<file path="src/dlef_pkg.sv">
// Shared types and constants for the dilated Laplacian edge filter.
`default_nettype none

package dlef_pkg;

  localparam int PIX_W      = 8;
  localparam int PIX_MAX    = 255;
  // The centre tap weighs eight, which is a left shift by three.
  localparam int GAIN_SHIFT = 3;

  // Configuration port layout and register indexes.
  localparam int CFG_DATA_W = 10;
  localparam int CFG_IDX_W  = 2;
  localparam logic [CFG_IDX_W-1:0] REG_LINE_LENGTH = 2'd0;
  localparam logic [CFG_IDX_W-1:0] REG_LINE_COUNT  = 2'd1;
  localparam logic [CFG_IDX_W-1:0] REG_SPACING     = 2'd2;

  // Raw register field widths and reset values.
  localparam int LINE_LENGTH_W   = 9;
  localparam int LINE_COUNT_W    = 10;
  localparam int SPACING_W       = 3;
  localparam int LINE_LENGTH_RST = 240;
  localparam int LINE_COUNT_RST  = 320;
  localparam int SPACING_RST     = 2;

  // Entries in the queue between the front and the back.
  localparam int QUEUE_DEPTH = 4;

  typedef struct packed {
    logic             mode;
    logic [PIX_W-1:0] pixel;
  } pix_item_t;

  typedef struct packed {
    logic [PIX_W-1:0] edge_res;
    logic             frame_last;
  } res_item_t;

  // One classified item on its way from the front to the back.
  typedef struct packed {
    logic [PIX_W-1:0] value;
    logic             first;
    logic             emit;
    logic             last;
    logic             top_ok;
    logic             bot_ok;
    logic             left_ok;
    logic             right_ok;
  } cmd_t;

endpackage

`default_nettype wire

</file>
<file path="src/dlef_fifo.sv">
// Short command queue between the classifying front and the filtering back.
`default_nettype none

module dlef_fifo
  import dlef_pkg::*;
(
  input  wire        clk,
  input  wire        rst,
  input  wire        push,
  input  wire cmd_t  push_cmd,
  output logic       full,
  input  wire        pop,
  output cmd_t       pop_cmd,
  output logic       empty
);

  localparam int AW = $clog2(QUEUE_DEPTH);
  localparam int CW = $clog2(QUEUE_DEPTH + 1);

  cmd_t          slots [QUEUE_DEPTH];
  logic [AW-1:0] wr_ptr;
  logic [AW-1:0] rd_ptr;
  logic [CW-1:0] count;

  assign full    = (count == CW'(QUEUE_DEPTH));
  assign empty   = (count == '0);
  assign pop_cmd = slots[rd_ptr];

  always_ff @(posedge clk) begin
    if (push) begin
      slots[wr_ptr] <= push_cmd;
    end
  end

  always_ff @(posedge clk) begin
    if (rst) begin
      wr_ptr <= '0;
      rd_ptr <= '0;
      count  <= '0;
    end else begin
      if (push) begin
        wr_ptr <= (wr_ptr == AW'(QUEUE_DEPTH - 1)) ? '0 : wr_ptr + 1'b1;
      end
      if (pop) begin
        rd_ptr <= (rd_ptr == AW'(QUEUE_DEPTH - 1)) ? '0 : rd_ptr + 1'b1;
      end
      if (push && !pop) begin
        count <= count + 1'b1;
      end else if (pop && !push) begin
        count <= count - 1'b1;
      end
    end
  end

  // The front must hold off while the queue is full.
  assert property (@(posedge clk) disable iff (rst) push |-> !full)
    else $error("dlef_fifo: item pushed into a full queue");

endmodule

`default_nettype wire

</file>
<file path="config.mk">
export PLATFORM = sky130hd
export DESIGN_NAME = dlef_fifo
export DESIGN_NICKNAME = d
export VERILOG_FILES = /design/src/dlef_pkg.sv /design/src/dlef_fifo.sv
export SDC_FILE = /design/constraint.sdc
export NUM_CORES = 1
export LEC_CHECK = 0
export BUFFER_PORTS_ARGS = -buffer_cell sky130_fd_sc_hd__buf_2
export CAP_MARGIN = 5
export CORE_MARGIN = 3
export CORE_UTILIZATION = 40
export DETAILED_ROUTE_END_ITERATION = 8
export SLEW_MARGIN = 20
export SYNTH_ARGS = -nofsm -noshare
export SYNTH_HDL_FRONTEND = slang
export SYNTH_SLANG_ARGS = --single-unit
</file>
<file path="constraint.sdc">
create_clock -name clk -period 4 [get_ports clk]
set_clock_uncertainty 0.15 [all_clocks]
set_input_delay 0.6 -clock clk [delete_from_list [all_inputs] [get_ports clk]]
set_output_delay 0.6 -clock clk [all_outputs]
set_load 0.1 [all_outputs]
</file>
==> results of run 1 <==
stage by stage:
step	hold slack, ns	worst slack [ns]	util (%)
after CTS	0.3332	1.128	49.88
final	0.3479	1.188	49.88
after floorplan	0.3103	0.6979	-
after global placement	0.3292	1.501	46.90
after global routing	0.3291	1.044	49.88
after detailed placement	0.3928	1.487	46.90
cell type report:
type                    instances  area, um^2  area share, %
flip-flops and latches         69        1982          64.81
multi-input cells              46       601.8          19.68
repair buffers                 36       182.7          5.974
clock buffers                  11       131.4          4.296
well taps                      75       93.84          3.069
clock inverters                 5       51.30          1.678
inverters                       4       15.01         0.4910
routing by layer:
metal  vias to the layer above  part of all wire [%]  GRT usage [%]  routed length [um]
met3                         6                   6.5          3.784                 277
met4                         0                  0.73          6.137                  31
li1                        576                     -              -                   -
met1                       639                    38          12.99                1623
met5                         -                     0              0                   0
met2                        34                    55          22.29                2321
flip-flops by register name, indices dropped and copies added (netlist names), named ones only:
signal	cells
wr_ptr	2
count	3
rd_ptr	2
slots	60
kinds of logic (layout without fill, tap and decap cells):
family	Yosys count	after routing	share of synthesized area (%)
and+or+nand+nor	15	15	2.944
DFF	69	69	75.21
xor gates and xnor gates	2	2	0.6649
AOI/OAI and AO/OA	3	3	0.5696
buffers and inverters	7	56	1.946
muxes	19	19	15.05
adders and majority gates	7	7	3.609
power breakdown:
group          total (mW)  switching, mW  internal, mW
Clock               0.515          0.231         0.284
Sequential          0.843         0.0219         0.822
Combinational       0.315          0.246        0.0694
Total                1.67          0.499          1.18
worst reg2reg max path, stage by stage (launching register included):
cell     delay [ns]
dfxtp_1        0.34
inv_1          0.09
ha_1           0.15
and2_1         0.64
worst paths after layout:
kind	end	slack, ns	cells past startpoint
max	pop_cmd[7]	1.19	3
max reg2reg	slots[2][11]	2.26	3
min reg2reg	count[2]	0.40	2
min	slots[3][11]	0.35	1
cells in the final DEF, fill, tap and decap left out:
master,instances
clkinv_1,1
clkinvlp_4,1
dfxtp_1,9
and2_1,4
buf_2,35
edfxtp_1,60
nor3_1,1
buf_4,1
xor2_1,2
a21oi_1,2
mux4_1,5
bufinv_16,1
clkinv_2,2
or3_1,1
nor2_1,7
ha_1,6
mux4_2,10
clkbuf_8,9
fa_1,1
mux2i_1,4
inv_1,4
o21ai_0,1
nor3b_1,2
clkbuf_1,2
==> flow_summary.ini, run 1 <==
[clock_network]
h-tree-depth = 3
ctsHoldBuffers = 0
cts_sinks = 69
insertion_delay_ns = 0.31
tritoncts = done
post-cts-setup-buffer-count = 0
clkTransAtPathRegs_ns = 0.07
cts-buffers-inserted = 9
cts_resized = 0
clk_path_buf_depth = 2
cts_root_buffer = clkbuf_8

[synthesis]
yosys.area.top_type = edfxtp_1
synth.avg_cell_area_um2 = 21.60
synth_commonest_cells = edfxtp_1, mux4_2, dfxtp_1
synth_top_area_share_pct = 68.38
synth-edff-count = 60
synth.area.top_cells = edfxtp_1, mux4_2, dfxtp_1, mux4_1, ha_1
ys_seq_area_share_pct = 75.21
syn_inst = 122
async_flop_share_pct = 0
syn_nets = 148
ys_types = 19
ys.flop_type = edfxtp_1
syn-cell-area_um2 = 2635
synth_most_common_cell = edfxtp_1
synth-seq-cells = 69
yosysWarnings = 0

[timing]
post-route-period-util_pct = 70.29
max_freq_mhz = 355.6
rsz0062_at_grt = no
finalMaxSlewViolations = 0
timing_hold_violations_final = 0
finalSetupViolations = 0
maxSlewHeadroom_pct = 46.37
finalCriticalPeriod_ns = 2.812
worst_slew_pin_slew_ns = 0.8045
setup_tns_ns = 0

[global_routing]
track_usage_pct = 12.38
antenna_found_initial = 0
grt_pass1_vias = 1435
grt_pass1_wl_um = 6789
overflow = 0
grt_start_max_net_pins = 16

[finish]
stdcell_count = 246
diodes = 0
synthToLayoutAreaGrowth_pct = 16.05
fillers = 504
fin_area_um2 = 3058
fin_nets = 192
drive_above_1_share_pct = 34.50

[floorplan]
die-height_um = 87.17
core_um2 = 6131
rows = 28
initial_core_util_pct = 42.98
dieArea_um2 = 7598
die_w_um = 87.17
pin_count = 36

[setup_path]
end_kind = primary output
reg2reg_from = wr_ptr[0]
critPathMaxStageDelay_ns = 0.58
crit_type = flop to primary output
crit_arrival_ns = 2.06
worstPathCellList = buf_4 -> mux4_1 -> buf_2
worstPathRequired_ns = 3.25
slowest_stage = mux4_1
cp-start-kind = flop
crit_buf_inv = 2
path_delay_family = buffers and inverters
crit_fanout = 10

[run_status]
outcome = completed

[detailed_routing]
avgViaCountPerCell = 5.102
ant_nets = 0
routed_wirelength_um = 4255
route.detailed.drc = 0
drt_iter0_drc = 43
dr_total_vias = 1255
drt-pass1-iter-count = 5
wl_per_cell_um = 17.30

[pwr]
total_leakage_power_nw = 1.097
power.density_nw_per_um2 = 547.3
power.total_mw = 1.674
peakVddDrop_mv = 0.2982

[hold_path]
hp-start = push_cmd[11]
hold_class = primary input to flop

[placed_design]
hpwl_um = 2948
placed_cells = 230
place_congestion = 0.6661
place_area_um2 = 2875
io_buffers = 35

[flow_run]
max_cap_viol_count = 0
Note: power is estimated with default switching activity, not from simulation.
==> run 2: changes to the inputs <==
- ABC_AREA: not set -> 1
- clock period: 4 -> 2.65 ns (I/O delays scaled with it)
==> flow_summary.ini, run 2 <==
[finish]
synthToLayoutAreaGrowth_pct = 15.17
drive_above_1_share_pct = 30.40
fin_nets = 271
top_regs = slots: 60 flops, count: 3 flops
fillers = 596
largest-register = slots
diodes = 0
final_common_cell = edfxtp_1
layout_common_cells = edfxtp_1, nor2_1, buf_2, o21ai_1, inv_1
post-route-util_pct = 49.17
largest_reg_flops = 60

[clock_network]
cts-buffers-inserted = 9
tritoncts = done
ctsHoldBuffers = 0
post-cts-setup-buffer-count = 0
cts_root_buffer = clkbuf_8
cts_sinks = 69
insertion_delay_ns = 0.32
h-tree-depth = 3
clkTransAtPathRegs_ns = 0.07
clk_path_buf_depth = 2

[timing]
maxSlewHeadroom_pct = 50.40
finalMaxSlewViolations = 0
hold_slack_ns = 0.1278
finalCriticalPeriod_ns = 2.365
timing_hold_violations_final = 0
post-route-period-util_pct = 89.25
max_freq_mhz = 422.8
finalSetupViolations = 0
rsz0062_at_grt = no
worst_slew_pin_slew_ns = 0.7432

[flow_run]
max_cap_viol_count = 0

[setup_path]
crit_type = flop to primary output
end_kind = primary output
crit_arrival_ns = 1.82
worstPathRequired_ns = 2.10
crit_fanout = 16
cp-start-kind = flop
reg2reg_from = wr_ptr[0]
reg2regPathDepth = 3
r2r_setup_slack_ns = 0.95

[synthesis]
synth-simple-area-share_pct = 7.274
yosysWarnings = 0
synthMuxAreaShare_pct = 0
synth-edff-count = 60
syn_inst = 204
synth-seq-cells = 69
ys_types = 21
ys.flop_type = edfxtp_1
yosys.area.top_type = edfxtp_1
synth_fa_ha_area_share_pct = 3.391
async_flop_share_pct = 0
synth_most_common_cell = edfxtp_1
synth_top_family_by_area = compound AO/OA/AOI/OAI gates
synth_xor_area_share_pct = 0.3124
syn-cell-area_um2 = 2804
synth.area.top_cells = edfxtp_1, dfxtp_1, nor2_1, o22ai_2, o21ai_2
synth_commonest_cells = edfxtp_1, nor2_1, o21ai_1
synth_compound_area_share_pct = 13.61
ys_seq_area_share_pct = 70.68
synth_top_area_share_pct = 64.26
synth.avg_cell_area_um2 = 13.74
syn_nets = 230

[detailed_routing]
avgViaCountPerCell = 4.662
drt_iter0_drc = 74
routed_wirelength_um = 4909
route.detailed.drc = 0
drt-pass1-iter-count = 4
dr_total_vias = 1599
ant_nets = 0
wl_per_cell_um = 14.31

[hold_path]
holdPathStages = 1
hold_class = primary input to flop
hp-start = push_cmd[11]

[placed_design]
io_buffers = 35
place_congestion = 0.7440
hpwl_um = 3040

[pwr]
pwr-share-clk_pct = 29.8
pwr-share-comb_pct = 21.3
sequentialPowerShare_pct = 49.0
power.density_nw_per_um2 = 800.4
peakVddDrop_mv = 0.4082
total_leakage_power_nw = 1.228
power.switching_mw = 0.8252
power.total_mw = 2.585
p_int_mw = 1.759
swShare_pct = 31.93

[global_routing]
grt_pass1_vias = 1722
overflow = 0
track_usage_pct = 13.28
grt_pass1_wl_um = 8424
antenna_found_initial = 0
grt_start_max_net_pins = 31

[floorplan]
rows = 29
die_w_um = 89.73
die-height_um = 89.73
pin_count = 36
core_um2 = 6568
dieArea_um2 = 8051
initial_core_util_pct = 42.69

[run_status]
outcome = completed
[run 2: cell types whose count changed after synthesis, sizes merged, moves of 5 or more]
cell / before / now
buf: 3 / 8
inv: 4 / 16
mux4: 15 / 0
nand2: 0 / 8
nor2: 7 / 38
o21ai: 1 / 33
o22ai: 0 / 15
[run 2: stage by stage]
step                std cells  TNS, ns  worst slack, ns  instance area [um^2]
floorplan                 204  -0.6318          -0.3159                  2804
global placement          327        0           0.5090                  3045
detailed placement        327        0           0.4696                  3045
CTS                       343        0           0.1056                  3227
global route              343        0          0.08059                  3229
finish                    343        0           0.2849                  3229
[run 2: metal layers]
metal  up-vias  global-route usage [%]  routed length, um
met5         -                       0                  0
met4         0                   4.981                 89
met3         8                   4.508                201
met2        23                   21.68               2334
met1       755                   16.39               2284
li1        813                       -                  -
[run 2: cell families after synthesis]
| group | count (synthesis) |
|---|---|
| compound gates | 51 |
| xor+xnor | 1 |
| fa+ha+maj | 7 |
| buf+inv | 24 |
| flops | 69 |
| simple gates | 52 |
[run 2: final cells by class]
class	count	area, um^2	area share [%]
clock buffers	15	176.4	5.463
clock inverters	1	5.005	0.1550
inverters	16	61.31	1.898
multi-input cells	111	689.4	21.35
flip-flops and latches	69	1983	61.41
well taps	93	116.4	3.603
repair buffers	38	197.7	6.122
[run 2: worst paths after layout]
path	to
max	pop_cmd[7]
min	slots[0][11]
max reg2reg	slots[3][0]
min reg2reg	wr_ptr[1]
[run 2: timing repair]
action / in CTS / in global routing
gates resized for setup: 0 / 2
hold endpoints to repair: 0 / 0
setup endpoints to repair: 0 / 11
[run 2: power groups by stage]
stage | combinational, mW | sequential (mW) | clock (mW)
after global routing | 0.590 | 1.27 | 0.836
after global placement | 0.551 | 1.29 | 0
final | 0.549 | 1.27 | 0.769
after detailed placement | 0.555 | 1.29 | 0
after floorplan | 0.468 | 1.28 | 0
after CTS | 0.556 | 1.27 | 0.785
[run 2: critical path, stage by stage (launching register included)]
cell and delay [ns]:
dfxtp_2 0.55, clkinv_2 0.38, o21ai_1 0.18, o22ai_1 0.08
buf_2 0.29
