==> src/dlef_pkg.sv <==
// Shared types and constants for the dilated Laplacian edge filter.
`default_nettype none

package dlef_pkg;

  localparam int PIX_W      = 8;
  localparam int PIX_MAX    = 255;
  // The centre tap weighs eight, which is a left shift by three.
  localparam int GAIN_SHIFT = 3;

  // Configuration port layout and register indexes.
  localparam int CFG_DATA_W = 10;
  localparam int CFG_IDX_W  = 2;
  localparam logic [CFG_IDX_W-1:0] REG_LINE_LENGTH = 2'd0;
  localparam logic [CFG_IDX_W-1:0] REG_LINE_COUNT  = 2'd1;
  localparam logic [CFG_IDX_W-1:0] REG_SPACING     = 2'd2;

  // Raw register field widths and reset values.
  localparam int LINE_LENGTH_W   = 9;
  localparam int LINE_COUNT_W    = 10;
  localparam int SPACING_W       = 3;
  localparam int LINE_LENGTH_RST = 240;
  localparam int LINE_COUNT_RST  = 320;
  localparam int SPACING_RST     = 2;

  // Entries in the queue between the front and the back.
  localparam int QUEUE_DEPTH = 4;

  typedef struct packed {
    logic             mode;
    logic [PIX_W-1:0] pixel;
  } pix_item_t;

  typedef struct packed {
    logic [PIX_W-1:0] edge_res;
    logic             frame_last;
  } res_item_t;

  // One classified item on its way from the front to the back.
  typedef struct packed {
    logic [PIX_W-1:0] value;
    logic             first;
    logic             emit;
    logic             last;
    logic             top_ok;
    logic             bot_ok;
    logic             left_ok;
    logic             right_ok;
  } cmd_t;

endpackage

`default_nettype wire

==> src/dlef_front.sv <==
// Front part: configuration registers, frame position tracking and item classification.
`default_nettype none

module dlef_front
  import dlef_pkg::*;
#(
  parameter int MAX_LINE    = 256,
  parameter int MAX_LINES   = 512,
  parameter int MAX_SPACING = 4,
  localparam int SP_W   = $clog2(MAX_SPACING + 1),
  localparam int SPAN_W = $clog2(MAX_SPACING * MAX_LINE + 1)
) (
  input  wire                    clk,
  input  wire                    rst,
  input  wire                    cfg_we,
  input  wire  [CFG_IDX_W-1:0]   cfg_index,
  input  wire  [CFG_DATA_W-1:0]  cfg_data,
  input  wire                    pix_valid,
  input  wire pix_item_t         pix,
  output logic                   pix_stall,
  input  wire                    q_full,
  output logic                   q_push,
  output cmd_t                   q_cmd,
  output logic [SP_W-1:0]        spacing,
  output logic [SPAN_W-1:0]      span
);

  localparam int LEN_W  = $clog2(MAX_LINE + 1);
  localparam int CNT_W  = $clog2(MAX_LINES + 1);
  localparam int COL_W  = $clog2(MAX_LINE);
  localparam int ROW_W  = $clog2(MAX_LINES);
  localparam int POS_W  =
    $clog2(MAX_LINE * MAX_LINES + MAX_SPACING * MAX_LINE + MAX_SPACING + 1);
  localparam int LL_RST = (LINE_LENGTH_RST > MAX_LINE) ? MAX_LINE : LINE_LENGTH_RST;
  localparam int LC_RST = (LINE_COUNT_RST > MAX_LINES) ? MAX_LINES : LINE_COUNT_RST;
  localparam int SP_RST = (SPACING_RST > MAX_SPACING) ? MAX_SPACING : SPACING_RST;

  function automatic int clamp_reg(input int v, input int hi);
    int r;
    r = v;
    if (v < 1) begin
      r = 1;
    end else if (v > hi) begin
      r = hi;
    end
    return r;
  endfunction

  logic [LEN_W-1:0] line_length;
  logic [CNT_W-1:0] line_count;
  logic [POS_W-1:0] in_pos;
  logic [COL_W-1:0] out_col;
  logic [ROW_W-1:0] out_line;
  logic [POS_W-1:0] delay;
  logic             accept;
  logic             cfg_restart;
  logic             emit;
  logic             col_end;
  logic             row_end;

  always_ff @(posedge clk) begin
    if (rst) begin
      line_length <= LEN_W'(LL_RST);
      line_count  <= CNT_W'(LC_RST);
      spacing     <= SP_W'(SP_RST);
    end else if (cfg_we) begin
      case (cfg_index)
        REG_LINE_LENGTH: begin
          line_length <= LEN_W'(clamp_reg(int'(cfg_data[LINE_LENGTH_W-1:0]), MAX_LINE));
        end
        REG_LINE_COUNT: begin
          line_count <= CNT_W'(clamp_reg(int'(cfg_data[LINE_COUNT_W-1:0]), MAX_LINES));
        end
        REG_SPACING: begin
          spacing <= SP_W'(clamp_reg(int'(cfg_data[SPACING_W-1:0]), MAX_SPACING));
        end
        default: begin
        end
      endcase
    end
  end

  assign cfg_restart = cfg_we && (cfg_index == REG_LINE_LENGTH ||
                                  cfg_index == REG_LINE_COUNT ||
                                  cfg_index == REG_SPACING);

  // A result for stream position p is due once position p + span + spacing arrives.
  assign span  = SPAN_W'(SPAN_W'(spacing) * SPAN_W'(line_length));
  assign delay = POS_W'(span) + POS_W'(spacing);
  assign emit  = (in_pos >= delay);

  assign col_end = (int'(out_col) == int'(line_length) - 1);
  assign row_end = (int'(out_line) == int'(line_count) - 1);

  assign accept    = pix_valid && !q_full;
  assign pix_stall = q_full;
  assign q_push    = accept;

  always_comb begin
    q_cmd.value    = pix.mode ? '0 : pix.pixel;
    q_cmd.first    = (in_pos == '0);
    q_cmd.emit     = emit;
    q_cmd.last     = row_end && col_end;
    q_cmd.top_ok   = (int'(out_line) >= int'(spacing));
    q_cmd.bot_ok   = (int'(out_line) + int'(spacing) < int'(line_count));
    q_cmd.left_ok  = (int'(out_col) >= int'(spacing));
    q_cmd.right_ok = (int'(out_col) + int'(spacing) < int'(line_length));
  end

  always_ff @(posedge clk) begin
    if (rst || cfg_restart) begin
      in_pos   <= '0;
      out_col  <= '0;
      out_line <= '0;
    end else if (accept) begin
      if (emit && row_end && col_end) begin
        in_pos   <= '0;
        out_col  <= '0;
        out_line <= '0;
      end else begin
        in_pos <= in_pos + 1'b1;
        if (emit) begin
          if (col_end) begin
            out_col  <= '0;
            out_line <= out_line + 1'b1;
          end else begin
            out_col <= out_col + 1'b1;
          end
        end
      end
    end
  end

  // Until the first result is due, the output position stays at the frame origin.
  assert property (@(posedge clk) disable iff (rst)
                   !emit |-> (out_col == '0 && out_line == '0))
    else $error("dlef_front: output position moved before the first result");

  // While results are due, the output line stays inside the frame.
  assert property (@(posedge clk) disable iff (rst)
                   emit |-> (int'(out_line) < int'(line_count)))
    else $error("dlef_front: output line ran past the frame");

endmodule

`default_nettype wire

==> config.mk <==
export PLATFORM = sky130hd
export DESIGN_NAME = dlef_front
export DESIGN_NICKNAME = d
export VERILOG_FILES = /design/src/dlef_pkg.sv /design/src/dlef_front.sv
export SDC_FILE = /design/constraint.sdc
export NUM_CORES = 1
export LEC_CHECK = 0
export BUFFER_PORTS_ARGS = -buffer_cell sky130_fd_sc_hd__buf_2
export CORE_MARGIN = 1.5
export CORE_UTILIZATION = 26
export DETAILED_ROUTE_END_ITERATION = 12
export PLACE_DENSITY = 0.48
export SYNTH_ARGS = -nofsm -noshare
export SYNTH_HDL_FRONTEND = slang
export SYNTH_SLANG_ARGS = --single-unit
==> constraint.sdc <==
create_clock -name clk -period 15.3 [get_ports clk]
set_input_delay 1.53 -clock clk [delete_from_list [all_inputs] [get_ports clk]]
set_output_delay 1.53 -clock clk [all_outputs]
set_load 0.02 [all_outputs]
==> impl_metrics.tcl, run 1 <==
set metrics [dict create \
    run_status "finished, final reports clean" \
    part_of_the_cycle_the_worst_path_needs_pct 41.0 \
    floorplan.initialDensity_pct 26.6 \
    clk_transition_reported_paths_ps 50 \
    clock_power_share_pct 49.4 \
    synth_adder_area_share_pct 18.4 \
    synth_top_family_by_area "simple AND/OR/NAND/NOR gates" \
    ys_types 63 \
    net-switching-power_mw 0.115 \
    antenna_violating_nets_post_route 0 \
    nets 806 \
    synth.area.top_cells "dfxtp_1, ha_1, xnor2_1, xor2_1, nor2_1" \
    timing.critical_path.fanout_max 15 \
    synth_simple_gate_area_share_pct 25.0 \
    cts_max_path_buffers 2 \
    synth.yosys.warnings 0 \
    global_route_wire_length_before_repair_um 22800 \
    seqPwrFrac_pct 35.5 \
    power.share.switching_pct 26.0 \
    finish.utilization_pct 30.7 \
    route.detailed.vias_per_inst 4.70 \
    drive_above_1_share_pct 11.9 \
    layout_common_cells "nor2_1, nand2_1, ha_1" \
    synth_area_per_cell_um2 7.71 \
    final-setup-viol-count 0 \
    cts_setup_buffers 0 \
    number_of_enable_type_register_cells_in_the_synthesized_netlist 0 \
    htree_num_levels 3 \
    dp.final_hpwl_um 10900 \
    place_congestion 0.811 \
    port-buffer-count 56 \
    num_antenna_cells 0 \
    final_common_cell "nor2_1" \
    synth_xor_xnor_area_share_pct 11.8 \
    timing.reg2reg.worst_path_depth 19 \
    chipWidth_um 144 \
    drt-pass1-iter-count 4 \
    cts_hold_buf 0 \
    clk_latency_ps 330 \
    grt-ovfl-total 0 \
    boundary_pins 57 \
    reg2reg_slack_ps 9570 \
    fraction_of_the_yosys_area_taken_by_sequential_cells_pct 21.9 \
    synth_compound_area_share_pct 14.9 \
    num_rows 51 \
    floorplan.die_area_um2 20900 \
    arrival_time_at_the_worst_endpoint_ps 4740 \
    synthesis.instances 674 \
    vias_in_the_first_global_route 4419 \
    grt_antenna_before_repair 0 \
    track_usage_pct 14.0 \
    fmax_ghz 0.160 \
    wirelength_um 13700 \
    syn_area_um2 5200 \
    power_report.internal_total_mw 0.325 \
    fin_tns_setup_ps 0 \
    vias 4595 \
    setup.worst_path.start "spacing[1]$_SDFFE_PP1P_" \
    drc 0 \
    regToRegStartpoint "spacing[1]$_SDFFE_PP1P_" \
    worst_setup_path_start_kind "register" \
    power_density_nw_per_um2 73.3 \
    p_total_mw 0.440 \
    tritoncts.num_buffers 9 \
    critical_path.endpoint "q_cmd[5]" \
    crit_required_ps 13770 \
    dominantRegCellSynth "dfxtp_1" \
    post_cts_resize_count 0 \
    clock_tree_from_tritoncts "done" \
    worstReg2RegEnd "in_pos[16]$_SDFFE_PP0P_" \
    netlist.top_cell.by_area "dfxtp_1" \
    drt-initial-drc-count 229 \
    core-area_um2 19500 \
    hold_violations 0 \
    postSynthNetCount 770 \
    detail_route.wl_per_cell_um 14.1 \
    postSynth.asyncResetShare_pct 0 \
    tightest_pin_transition_ps 997 \
    clock_tree.root_cell "clkbuf_16" \
    hold_path.class "reg2reg" \
    synth_seq_cells 57 \
    combinationalPowerShare_pct 15.0 \
    worstSetupPathType "reg2out" \
    critical_path_sink_type "output pin" \
    area.growth.synth_to_final_pct 15.4 \
    cap_viol_max_count 0 \
    p_leak_nw 2.64 \
    finalWorstPathRequiredPeriod_ps 6270 \
    timing.max_slew.rel_slack_pct 33.5 \
    clock_skews_ps 4.79 \
    unrepaired_setup_endpoints_after_global_routing "false" \
    maxSlewViolCount 0 \
    vdd_ir_drop_max_v 0.0000507 \
    yosysTopAreaCellShare_pct 21.9 \
    synth_mux_area_share_pct 1.16 \
    clock_sink_count 57 \
    fp.dieH_um 144 \
    maximum_number_of_pins_on_one_net_before_global_route_repair 24 \
]
cells in the mapped netlist (all sizes together), types with 4 or more instances:
cell,count
ha,59
nor3,18
o21ai,29
dfxtp,57
xnor2,39
inv,55
and4,4
a21o,4
nand4,13
a21oi,43
nor2b,14
clkbuf,27
o21a,5
fa,11
nor2,68
nor3b,5
and2,4
buf,5
mux2i,6
a211oi,5
nand3,26
o311ai,6
or3,9
xor2,31
a41oi,4
nand2,63
and3,13
nor4,10
routing by layer:
metal | GRT usage (%) | share of wire [%] | up-vias
li1 | - | - | 2400
met3 | 3.38 | 3.9 | 9
met4 | 2.39 | 0.71 | 0
met1 | 18.8 | 49 | 2138
met5 | 0 | 0 | -
met2 | 23.1 | 46 | 48
power by group through the flow:
stage / Sequential (mW) / Clock (mW) / Combinational (mW)
global placement: 0.159 / 0 / 0.0673
floorplan: 0.156 / 0 / 0.0482
CTS: 0.156 / 0.223 / 0.0674
finish: 0.156 / 0.217 / 0.0661
global route: 0.157 / 0.231 / 0.0747
detailed placement: 0.159 / 0 / 0.0667
critical path, cell delays in order, from the launching register on:
cell and delay [ps]:
dfxtp_1 700, nand2_1 160, fa_1 460, inv_1 60, ha_1 150, inv_1 50, fa_1 390, nor2b_1 120
o21ai_0 90, a21boi_0 240, o21ai_0 120, a21oi_1 290, and3_1 240, xnor2_1 120, ha_1 270, a21oi_1 160
o21ai_0 100, a41oi_1 280, nand3_1 190, buf_2 210
how the worst min path moves through the flow:
| stage | start | slack (ps) | cells past startpoint | endpoint |
|---|---|---|---|---|
| global route | in_pos[14]$_SDFFE_PP0P_ | 580 | 2 | in_pos[14]$_SDFFE_PP0P_ |
| finish | in_pos[17]$_SDFFE_PP0P_ | 520 | 2 | in_pos[17]$_SDFFE_PP0P_ |
| detailed placement | line_count[1]$_SDFFE_PP0P_ | 520 | 2 | line_count[1]$_SDFFE_PP0P_ |
| CTS | in_pos[17]$_SDFFE_PP0P_ | 530 | 2 | in_pos[17]$_SDFFE_PP0P_ |
| global placement | in_pos[17]$_SDFFE_PP0P_ | 500 | 2 | in_pos[17]$_SDFFE_PP0P_ |
| floorplan | line_count[1]$_SDFFE_PP0P_ | 480 | 2 | line_count[1]$_SDFFE_PP0P_ |
registers in the layout, summed over array words and instances, names as in the netlist:
| signal | count |
|---|---|
| out_col | 8 |
| line_count | 10 |
| out_line | 9 |
| in_pos | 18 |
| spacing | 3 |
| line_length | 9 |
per-stage QoR:
step	setup WS [ps]	hold WS, ps	cells	area, um2
after global placement	9440	502	964	5680
after detailed placement	9340	516	964	5680
after floorplan	9300	482	674	5200
after CTS	8970	531	978	6000
final	9030	522	978	6000
after global routing	8450	578	978	6000
kinds of logic (layout without fill, tap and decap cells):
kind of cell,after synthesis,after routing
adder cells (fa/ha/maj),70,70
buffers and inverters,88,127
AND/OR/NAND/NOR,261,261
multiplexers,6,6
AO/OA/AOI/OAI,122,122
flip-flops,57,57
XOR/XNOR,70,70
area by class of cell:
type | instances | area, um2
Fill cell | 2196 | 13500
Clock buffer | 11 | 253
Sequential cell | 57 | 1140
Tap cell | 265 | 332
Multi-Input combinational cell | 529 | 3710
Clock inverter | 3 | 65.1
Timing Repair Buffer | 57 | 288
Inverter | 56 | 210
Power figures use the tool's default switching activity.
==> run 2: changes to the inputs <==
Settings changed: ABC_AREA set to 1.
Clock period 15.3 ns to 6 ns, I/O delays scaled along.
==> impl_metrics.tcl, run 2 <==
set metrics [dict create \
    clock_power_share_pct 46.8 \
    ys_types 41 \
    power_density_nw_per_um2 173 \
    floorplan.initialDensity_pct 26.4 \
    drive_above_1_share_pct 10.8 \
    timing.critical_path.mode_cell "nand2_1" \
    num_rows 54 \
    hold_path.class "reg2reg" \
    synth.yosys.warnings 0 \
    synth_seq_cells 57 \
    route.detailed.vias_per_inst 4.48 \
    place_congestion 0.864 \
    run_status "finished, final reports clean" \
    floorplan.die_area_um2 23100 \
    vias 5584 \
    port-buffer-count 56 \
    cts_max_path_buffers 2 \
    drt-pass1-iter-count 4 \
    detail_route.wl_per_cell_um 13.1 \
    postSynthNetCount 1007 \
    worst_setup_path_start_kind "register" \
    num_antenna_cells 0 \
    synthesis.instances 911 \
    chipWidth_um 152 \
    area.growth.synth_to_final_pct 14.5 \
    unrepaired_setup_endpoints_after_global_routing "false" \
    layout.area.seq_um2 1140 \
    post_cts_resize_count 0 \
    fraction_of_the_yosys_area_taken_by_sequential_cells_pct 19.8 \
    tightest_pin_transition_ps 533 \
    largest_reg_flops 18 \
    drt-initial-drc-count 231 \
    number_of_enable_type_register_cells_in_the_synthesized_netlist 0 \
    wirelength_um 16300 \
    dominantRegCellSynth "dfxtp_1" \
    timing.max_slew.rel_slack_pct 64.4 \
    p_leak_nw 3.19 \
    pre_cts_ws_ps 846 \
    antenna_violating_nets_post_route 0 \
    fin_tns_setup_ps 0 \
    cts_hold_buf 0 \
    dp.final_hpwl_um 13300 \
    crit_required_ps 5400 \
    track_usage_pct 14.6 \
    htree_num_levels 3 \
    drc 0 \
    boundary_pins 57 \
    vias_in_the_first_global_route 5444 \
    max_flop_register "in_pos" \
    maximum_number_of_pins_on_one_net_before_global_route_repair 23 \
    numPlacedInstances 1231 \
    nets 1058 \
    cap_viol_max_count 0 \
    critical-path-slowest-cell "fa_1" \
    clock_tree.root_cell "clkbuf_16" \
    clock_sink_count 57 \
    arrival_time_at_the_worst_endpoint_ps 4610 \
    timing.critical_path.slowest_cell_delay_ps 550 \
    postSynth.asyncResetShare_pct 0 \
    power.share.switching_pct 30.2 \
    worstSetupPathType "reg2out" \
    seqPwrFrac_pct 34.6 \
    fp.dieH_um 152 \
    netlist.top_cell.by_area "dfxtp_1" \
    finalWorstPathRequiredPeriod_ps 5210 \
    clock_skews_ps 5.61 \
    biggestRegsByFlops "in_pos x18, line_count x10" \
    core-area_um2 21800 \
    tritoncts.num_buffers 9 \
    fillerInstances 2452 \
    critical_path_sink_type "output pin" \
    fmax_ghz 0.192 \
    fin_cells 1247 \
    cts_setup_buffers 0 \
    yosysTopAreaCellShare_pct 19.8 \
    clock_tree_from_tritoncts "done" \
    synth_area_per_cell_um2 6.34 \
    syn_area_um2 5770 \
    grt-ovfl-total 0 \
    final_common_cell "nand2_1" \
    net-switching-power_mw 0.345 \
    holdWs_ps 499 \
    multi_input_comb_area_um2 3940 \
    critical_path_buf_inv_count 5 \
    final-setup-viol-count 0 \
    synth.area.top_cells "dfxtp_1, nand2_1, ha_1, inv_1, nor2_1" \
    yosys.cell_count.top_type "nand2_1" \
    path_delay_family "simple AND/OR/NAND/NOR gates" \
    hold_violations 0 \
    maxSlewViolCount 0 \
    layout_common_cells "nand2_1, inv_1, nor2_1" \
    timing.critical_path.fanout_max 11 \
    vdd_ir_drop_max_v 0.000126 \
    part_of_the_cycle_the_worst_path_needs_pct 86.8 \
    clk_latency_ps 330 \
    global_route_wire_length_before_repair_um 27600 \
    clk_transition_reported_paths_ps 50 \
    yosys-top-cells-count "nand2_1, inv_1, nor2_1, ha_1, nand3_1" \
    setup_ws_ps 793 \
    power_report.internal_total_mw 0.798 \
    grt_antenna_before_repair 0 \
    combinationalPowerShare_pct 18.6 \
]
-- run 2: metal layers --
layer,track usage (%),vias to the layer above,part of all wire (%)
met5,0,-,0
met4,3.47,0,1.0
met3,2.65,15,3.3
met2,23.9,88,45
met1,19.9,2483,51
li1,-,2998,-
-- run 2: power groups by stage --
stage	sequential (mW)	combinational (mW)	clock (mW)
4_1_cts	0.395	0.215	0.551
3_5_place_dp	0.404	0.213	0
3_3_place_gp	0.403	0.214	0
5_1_grt	0.396	0.242	0.569
6_report	0.395	0.212	0.535
2_1_floorplan	0.399	0.152	0
-- run 2: final cells by class --
type / count / area share, %
Multi-Input combinational cell: 686 / 59.6
Sequential cell: 57 / 17.3
Inverter: 148 / 8.48
Tap cell: 280 / 5.30
Timing Repair Buffer: 60 / 4.70
Clock buffer: 11 / 3.83
Clock inverter: 5 / 0.814
-- run 2: through the flow --
stage	power [mW]	cell area, um2	utilization [%]
after floorplan	0.551	5770	-
after global placement	0.617	6300	28.9
after detailed placement	0.617	6300	28.9
after CTS	1.16	6610	30.3
after global routing	1.21	6610	30.3
final	1.14	6610	30.3
-- run 2: worst min-delay path, stage by stage, from the launching register on --
cell and delay [ps]:
dfxtp_1 330, nand2_1 70, a21oi_1 60
-- run 2: logic make-up after synthesis --
kind of cell | after synthesis | synth area share (%)
AO/OA/AOI/OAI | 99 | 9.43
adder cells (fa/ha/maj) | 70 | 16.6
flip-flops | 57 | 19.8
XOR/XNOR | 42 | 6.37
AND/OR/NAND/NOR | 475 | 35.8
buffers and inverters | 168 | 12.0
-- run 2: worst paths after layout --
check | start | to | slack, ps | cells past startpoint
worst max-delay path | spacing[2]$_SDFFE_PP0P_ | q_cmd[5] | 790 | 26
worst min-delay path | line_count[1]$_SDFFE_PP0P_ | line_count[1]$_SDFFE_PP0P_ | 500 | 2
worst min register to register | line_count[1]$_SDFFE_PP0P_ | line_count[1]$_SDFFE_PP0P_ | 500 | 2
worst max register to register | spacing[2]$_SDFFE_PP0P_ | out_line[5]$_SDFFE_PP0P_ | 890 | 26
